## src/sv/hfd_ram.sv

```systemverilog
`timescale 1ns / 1ps
// Generic single-write, single-read RAM with registered read data.
// No dependencies.
module hfd_ram #(
	parameter int WIDTH = 8,
	parameter int DEPTH = 16
) (
	input  logic                     clk,
	input  logic                     we,
	input  logic [$clog2(DEPTH)-1:0] waddr,
	input  logic [WIDTH-1:0]         wdata,
	input  logic [$clog2(DEPTH)-1:0] raddr,
	output logic [WIDTH-1:0]         rdata
);

	logic [WIDTH-1:0] mem [DEPTH];

	always_ff @(posedge clk) begin
		if (we) begin
			mem[waddr] <= wdata;
		end
		rdata <= mem[raddr];
	end

endmodule

```

## config.mk

```make
export PLATFORM = sky130hd
export DESIGN_NAME = hfd_ram
export DESIGN_NICKNAME = d
export VERILOG_FILES = /design/src/sv/hfd_ram.sv
export SDC_FILE = /design/constraint.sdc
export NUM_CORES = 1
export LEC_CHECK = 0
export BUFFER_PORTS_ARGS = -buffer_cell sky130_fd_sc_hd__buf_4
export CAP_MARGIN = 10
export CORE_MARGIN = 5
export CORE_UTILIZATION = 48
export CTS_CLUSTER_DIAMETER = 50
export DETAILED_ROUTE_END_ITERATION = 8
export PLACE_DENSITY = 0.71
export SLEW_MARGIN = 25
export SYNTH_ARGS = -nofsm -noshare
export SYNTH_HDL_FRONTEND = slang
export SYNTH_SLANG_ARGS = --single-unit
```

## constraint.sdc

```tcl
create_clock -name clk -period 2.3 [get_ports clk]
set_clock_uncertainty 0.1 [all_clocks]
set_input_delay 0.575 -clock clk [delete_from_list [all_inputs] [get_ports clk]]
set_output_delay 0.575 -clock clk [all_outputs]
set_load 0.01 [all_outputs]
```

After elaboration in Yosys (flattened, before gate mapping)
Memories as Yosys holds them, arrays and structs flattened. A register that Yosys moved wholly into a read port is not among the register bits.
Index checks and enable logic that the tools add are counted.
- mux-type cells: 2
- operators by type and width (cell ; number):
    two-way mux 1 bit ; 2
- logic and storage cells: 3
- output and inout port bits: 8
- flip-flop bits (word level): 0
- RAM bits: 128
- input bits: 18
- memories: 1
- memories (name ; words ; bits a word ; read ports ; clocked after Yosys merged registers in ; wr ports ; RTL line ; source):
    mem ; 16 ; 8 ; 1 ; 1 ; 1 ; 16 ; logic [WIDTH-1:0] mem [DEPTH];

Depth between registers and ports, before layout
Gate-level depths: netlist (run 1).
- word-level depth: 2
- depth in mapped cells: 5
- gate-level depth less buffers: 3

Worst setup path before layout (run 1)
OpenSTA, ideal clock, no wires.
- kind: input to register
- start: in waddr[2]
- end: mem mem[0][0], enable pin
- slack: 0.132 ns
- cell stages on the path: 2
- arrival: 1.685 ns
- buffers on the path: 0
- path through: or3b_2 -> nor3_1
- RTL lines (element ; RTL line ; source):
    start: declaration ; 10 ; input logic [$clog2(DEPTH)-1:0] waddr,
    end: declaration ; 16 ;
No word-level cell before the write port.

Final worst setup path (run 1)
- start: reg rdata[1] (read register of mem)
- end: out rdata[1]
- RTL lines (element ; RTL line ; source):
    start: declaration ; 13 ; output logic [WIDTH-1:0] rdata
No word-level cell between the ends.

==> results.md, run 1 <==
- Clk slew on worst S/H paths: about 60 ps
- Final min period: 1670 ps
- Average size of a mapped cell: 22.5 µm²
- Count of cell types in the netlist: 19
- Post-synthesis register bit count: between 100 and 150
- Post-Syn Nets: approximately 250
- Final setup fails: 0
- WP data arrival: 1000 ps
- Post-synth top area share: between 70% and 80%
- Final WL: 9550 µm
- Worst hold path startpoint: wdata[2]
- Syn Std Cell Area: 0.00515 mm²
- Max-cap viol count: 0
- Starting Density: a little under 50%
- GR Util met3: under 10%
- YS warnings: 0
- VDD IR max: 0.580 mV
- Hold Vio Cnt, Final: 0
- Die Area: 0.0129 mm²
- Leak pwr: 2.15 nW
- Period utilization: 72.7%
- Crit-path cells: buf_4
- Hpwl dp: between 6000 and 7000 µm
- Setup crit start kind: register
- Root buffer cell: clkbuf_8
- # fillers: 752
- GR Util All Layers: between 10% and 20%
- First-pass GRT wire length: 14,700 µm
- Clk Latency, worst-skew pair: 520 ps
- Most frequent cells in the layout: edfxtp_1, buf_4, mux4_2
- Max Fclk: approximately 600 MHz
- Hold WC Path Type: input port to register
- CP peak stage delay: 350 ps
- Worst slew margin: a little under three quarters
- FF+latch area: approximately 0.004 mm²
- DP Cell Count: 404
- Final Slew Violations: 0
- Initial antenna violation count: 0
- Core footprint: between 0.01 and 0.015 mm²
- Setup repair bufs after CTS: 0
- Worst r2r path cells: 3
- Worst Tran Pin Value: approximately 430 ps
- WP data required: around 1600 ps
- Power Density: just over 900 mW/mm²
- PostCTS Resize Cnt: 0
- Clock Sink Count: roughly 140
- Routed Antenna Nets: 0
- Top Ports: 26
- Layout cells sized above 1: approximately a third
- Dominant cells by area after synthesis: edfxtp_1, mux4_2, mux4_1, dfxtp_1, a22oi_1
- Pin count of the biggest net entering global routing: 18
- R2r startpoint: mem[0][3]
- Max clock buf depth: 2
- Crit Path Max Fanout: 1
- Row count: 37
- Cell Count, Final, Fillers Out: roughly 440
- Reg2Reg Setup Slack: approximately 850 ps
- Worst setup margin: roughly 630 ps
- H-tree Lvls: 4
- Buf/Inv on CP: 1
- Sequential share of the synthesized area: around 80%
- Reg-to-reg endpoint: rdata[3]
- Setup_tns: 0 ps
- Final total power: around 5.7 mW
- Vias after detailed routing: between 2,000 and 2,500
- DRC viols: 0
- Vias in the first global route: approximately 2,600
- Hold_ws: roughly 260 ps
- Hold Path Depth: 1
- Most common cell after layout, fill and taps aside: edfxtp_1
- TritonCTS clock tree: done
- GRT overflow: 0
- Final net count: 305
- Antenna fix cells: 0
- Area of the multi-input gates: 0.00106 mm²
- RSZ-0062 raised after global routing: no
- Critical path's slowest cell: dfxtp_1
- Initial drt markers: around 160
- Layout area overhead: 20.8%
- RePlAce Congestion: 0.791
- GR peak layer: met2
- Met1 GRT Util: between 20 and 25%
- Top delay family on crit path: flip-flops
- Mapped Cells: 229
- Die Span Y: 114 µm
- Pre-CTS WS: ~110 ps
- Post-CTS Hold Buffers: 0
- CTS buffer count: 17
- Hold Crit Endpoint: mem[1][2]
- Status: complete, no violations
- Port-buffer cells: 25
- Die X-Extent: between 100 and 150 µm
- Worst Setup End Kind: output pin
- Vias per cell: ~5.7
- Yosys top cell by area: edfxtp_1
- Drt pass-1 iters: 5
- Routed WL per cell: ~22 µm
- Global-route met2 utilization: between 20% and 30%
- Setup CP Type: register to output pin
area by class of cell:
type                    instances  area share (%)
flip-flops and latches        136            64.4
multi-input cells              83            17.0
clock buffers                  20            7.16
repair buffers                 49            6.32
well taps                     136            2.74
clock inverters                12            2.41
registers in the layout, indices dropped and copies added, names as in the netlist:
name and cells:
mem 128, rdata 8
through the flow:
step / area [µm²] / util (%)
detailed placement: 5620 / 54.2
floorplan: 5150 / -
finish: 6220 / 60.0
global placement: 5620 / 54.2
CTS: 6220 / 60.0
global route: 6220 / 60.0
layer usage:
| layer | vias to the layer above | part of all wire [%] |
|---|---|---|
| met4 | 0 | 1.2 |
| met3 | 11 | 5.5 |
| met2 | 90 | 51 |
| met5 | - | 0 |
| met1 | 1280 | 42 |
| li1 | 1092 | - |
logic make-up (layout without fill, tap and decap cells):
family | after synthesis | in the layout | share of synthesized area [%]
AOI/OAI and AO/OA | 16 | 16 | 2.33
buffers and inverters | 10 | 81 | 1.68
DFF | 136 | 136 | 77.8
muxes | 32 | 32 | 15.0
and+or+nand+nor | 35 | 35 | 3.18
power breakdown:
| part | internal [mW] | switching (mW) | total (mW) |
|---|---|---|---|
| Sequential | 2.77 | 0.0171 | 2.79 |
| Combinational | 0.133 | 0.148 | 0.281 |
| Clock | 1.70 | 0.954 | 2.66 |
| Total | 4.61 | 1.12 | 5.73 |
how the worst max path moves through the flow:
stage / from / endpoint / slack [ps] / cells after the start
floorplan: waddr[2] / mem[0][0] / 130 / 2
global placement: raddr[0] / rdata[3] / 140 / 5
detailed placement: raddr[0] / rdata[3] / 110 / 5
CTS: rdata[1] / rdata[1] / 610 / 1
global route: rdata[1] / rdata[1] / 610 / 1
finish: rdata[1] / rdata[1] / 630 / 1
Yosys cell counts (all sizes together):
cell type and instances:
edfxtp 128, mux4 32, a22oi 16, nor2 13, nand2 9, dfxtp 8
buf 7, nor3 4, clkdlybuf4s25 3, nand2b 2, nand3b 2, and2 1
and2b 1, nand3 1, nor2b 1, or3b 1
Note: power is estimated with default switching activity, not from simulation.
==> run 2: changes to the inputs <==
Settings changed: PLACE_DENSITY 0.71 to 0.73.
Clock period 2.3 ns to 1.4 ns, I/O delays scaled along.
==> run 2 against run 1 <==
Effect of this change:
- the flow now finishes with violations (negative setup slack)
- sequential share of layout area is 2.9 points lower
- final cell count is 3.0% higher
- worst hold slack worse by 230 ps
- wire length is 8.7% higher
- register-to-register slack worse by 830 ps
- non-clock buffer count is 13 higher
- sequential power is 65% higher
- via count is 2.6% higher
- utilization is 3.1 points higher
- setup slack worse by 670 ps
- critical endpoint is now rdata[6]
==> results.md, run 2 (same netlist as run 1, synthesis figures left out) <==
- Max Fclk: just under 700 MHz
- GRT overflow: 0 (unchanged)
- GR Util All Layers: 17.6% (+1.7 points)
- Initial drt markers: 238 (+54%)
- # fillers: 680 (-9.6%)
- CP peak stage delay: 360 ps (about the same)
- Clk Latency, worst-skew pair: 510 ps (about the same)
- Top delay family on crit path: flip-flops
- Post-CTS Hold Buffers: 0 (unchanged)
- DRC viols: 0 (unchanged)
- Hold WC Path Type: input port to register
- Critical path's slowest cell: dfxtp_4
- RePlAce Congestion: 0.744 (-6.0%)
- Failing checks: negative setup slack
- Root buffer cell: clkbuf_8
- Starting Density: 49.6% (unchanged)
- Period utilization: 103%
- Die Span Y: 114 µm (unchanged)
- Combinational cell fraction of total power: 5.8% (+0.9 points)
- P_sw: 2.21 mW (+97%)
- Crit Path Max Fanout: 1 (unchanged)
- Die Area: 0.0129 mm² (unchanged)
- Setup crit start kind: register
- WP data required: 950 ps (-670 ps)
- Vias in the first global route: 2,708 (+6.0%)
- Worst setup margin: -42.5 ps (-671 ps)
- FF+latch area: 0.00402 mm² (+0.31%)
- Layout cells sized above 1: 50.5% (+17 points)
- Setup CP Type: register to output pin
- Layout area overhead: 27.0%
- Port-buffer cells: 25 (unchanged)
- DP Cell Count: 417 (+3.2%)
- Row count: 37 (unchanged)
- Pin count of the biggest net entering global routing: 17 (-1)
- Most common cell after layout, fill and taps aside: edfxtp_1
- Initial antenna violation count: 0 (unchanged)
- WP data arrival: 990 ps (about the same)
- Leak pwr: 2.22 nW (+3.2%)
- Top Ports: 26 (unchanged)
- Vias after detailed routing: 2,537 (+2.6%)
- H-tree Lvls: 4 (unchanged)
- Buf/Inv on CP: 1 (unchanged)
- Clk slew on worst S/H paths: 60 ps (about the same)
- Routed WL per cell: 23.1 µm (+5.5%)
- Die X-Extent: 114 µm (unchanged)
- Part of the power in registers: 47.3% (-1.4 points)
- Final net count: 318 (+4.3%)
- RSZ-0062 raised after global routing: yes
- Final WL: 10,400 µm (+8.7%)
- Final Slew Violations: 0 (unchanged)
- Max clock buf depth: 2 (unchanged)
- Top flop regs: mem: 128 flops, rdata: 8 flops
- Worst Tran Pin Value: 1060 ps (+627 ps)
- Clock Power Share: 46.8% (+0.4 points)
- First-pass GRT wire length: 16,200 µm (+10%)
- Final min period: 1440 ps
- Area of the multi-input gates: 0.00112 mm² (+5.8%)
- Max reg flops: 128 (unchanged)
- Vias per cell: 5.65 (-0.38%)
- TritonCTS clock tree: done
- Core footprint: 0.0104 mm² (unchanged)
- Hpwl dp: 6750 µm (+8.3%)
- Antenna fix cells: 0 (unchanged)
- Hold Vio Cnt, Final: 0 (unchanged)
- Crit-path cells: buf_6
- Routed Antenna Nets: 0 (unchanged)
- Max-cap viol count: 0 (unchanged)
- CTS buffer count: 17 (unchanged)
- Final setup fails: 4 (+4)
- Status: finished, violations left
- Internal Pwr Total: 7.49 mW (+63%)
- Final Cell Area: 0.00654 mm² (+5.1%)
- Power Density: 1480 mW/mm² (+61%)
- Switching share of total power: 22.8% (+3.2 points)
- Most frequent cells in the layout: edfxtp_1, buf_4, mux4_2
- Top reg by flops: mem
- Worst Setup End Kind: output pin
- Hold_ws: 37.4 ps (-225 ps)
- Drt pass-1 iters: 5 (unchanged)
- Cell Area, Placed: 0.00584 mm² (+3.8%)
- Worst slew margin: 29.2% (-42 points)
- Cell Count, Final, Fillers Out: 449 (+3.0%)
- VDD IR max: 0.709 mV (+22%)
- Clock Sink Count: 136 (unchanged)
[run 2: cell count changes in the layout (fill, tap and decap cells not counted), sizes merged]
cell	before	now
buf	49	62
bufinv	3	2
clkbuf	20	17
clkinv	9	2
inv	0	11
[run 2: final cells by class]
cell class,instances,area share (%)
flip-flops and latches,136,61.4
multi-input cells,83,17.1
repair buffers,62,9.49
clock buffers,17,6.34
clock inverters,15,3.01
well taps,136,2.60
[run 2: per-layer routing]
metal | vias to the layer above | wire [µm] | track usage, %
li1 | 1107 | - | -
met1 | 1350 | 4220 | 22.5
met2 | 67 | 5560 | 29.3
met3 | 13 | 495 | 5.36
met4 | 0 | 100 | 4.81
met5 | - | 0 | 0
[run 2: timing repair]
item,CTS,global route
pin swaps,0,2
setup buffers,0,0
endpoints found under the setup margin,12,13
cloned,0,0
resized for setup,20,8
[run 2: power by group through the flow]
stage          combinational (mW)  sequential, mW  clock, mW
2_1_floorplan               0.261            4.67          0
3_3_place_gp                0.519            4.67          0
3_5_place_dp                0.534            4.67          0
4_1_cts                     0.562            4.59       4.58
5_1_grt                     0.606            4.60       4.83
6_report                    0.564            4.59       4.55
[run 2: final timing paths]
check	startpoint	end	slack [ps]	depth (start not counted)
setup / recovery	rdata[6]	rdata[6]	-40	1
hold / removal	wdata[5]	mem[7][5]	40	1
setup reg to reg	mem[2][0]	rdata[0]	20	3
hold reg to reg	mem[10][2]	rdata[2]	580	3
[run 2: through the flow]
step	power [mW]	util (%)	setup slack (ps)	TNS [ps]
after floorplan	4.93	-	-153	-4190
after global placement	5.18	56.3	-403	-19100
after detailed placement	5.20	56.3	-411	-21910
after CTS	9.73	62.7	-66.0	-240
after global routing	10.0	63.0	-82.6	-462
final	9.70	63.0	-42.5	-75.1
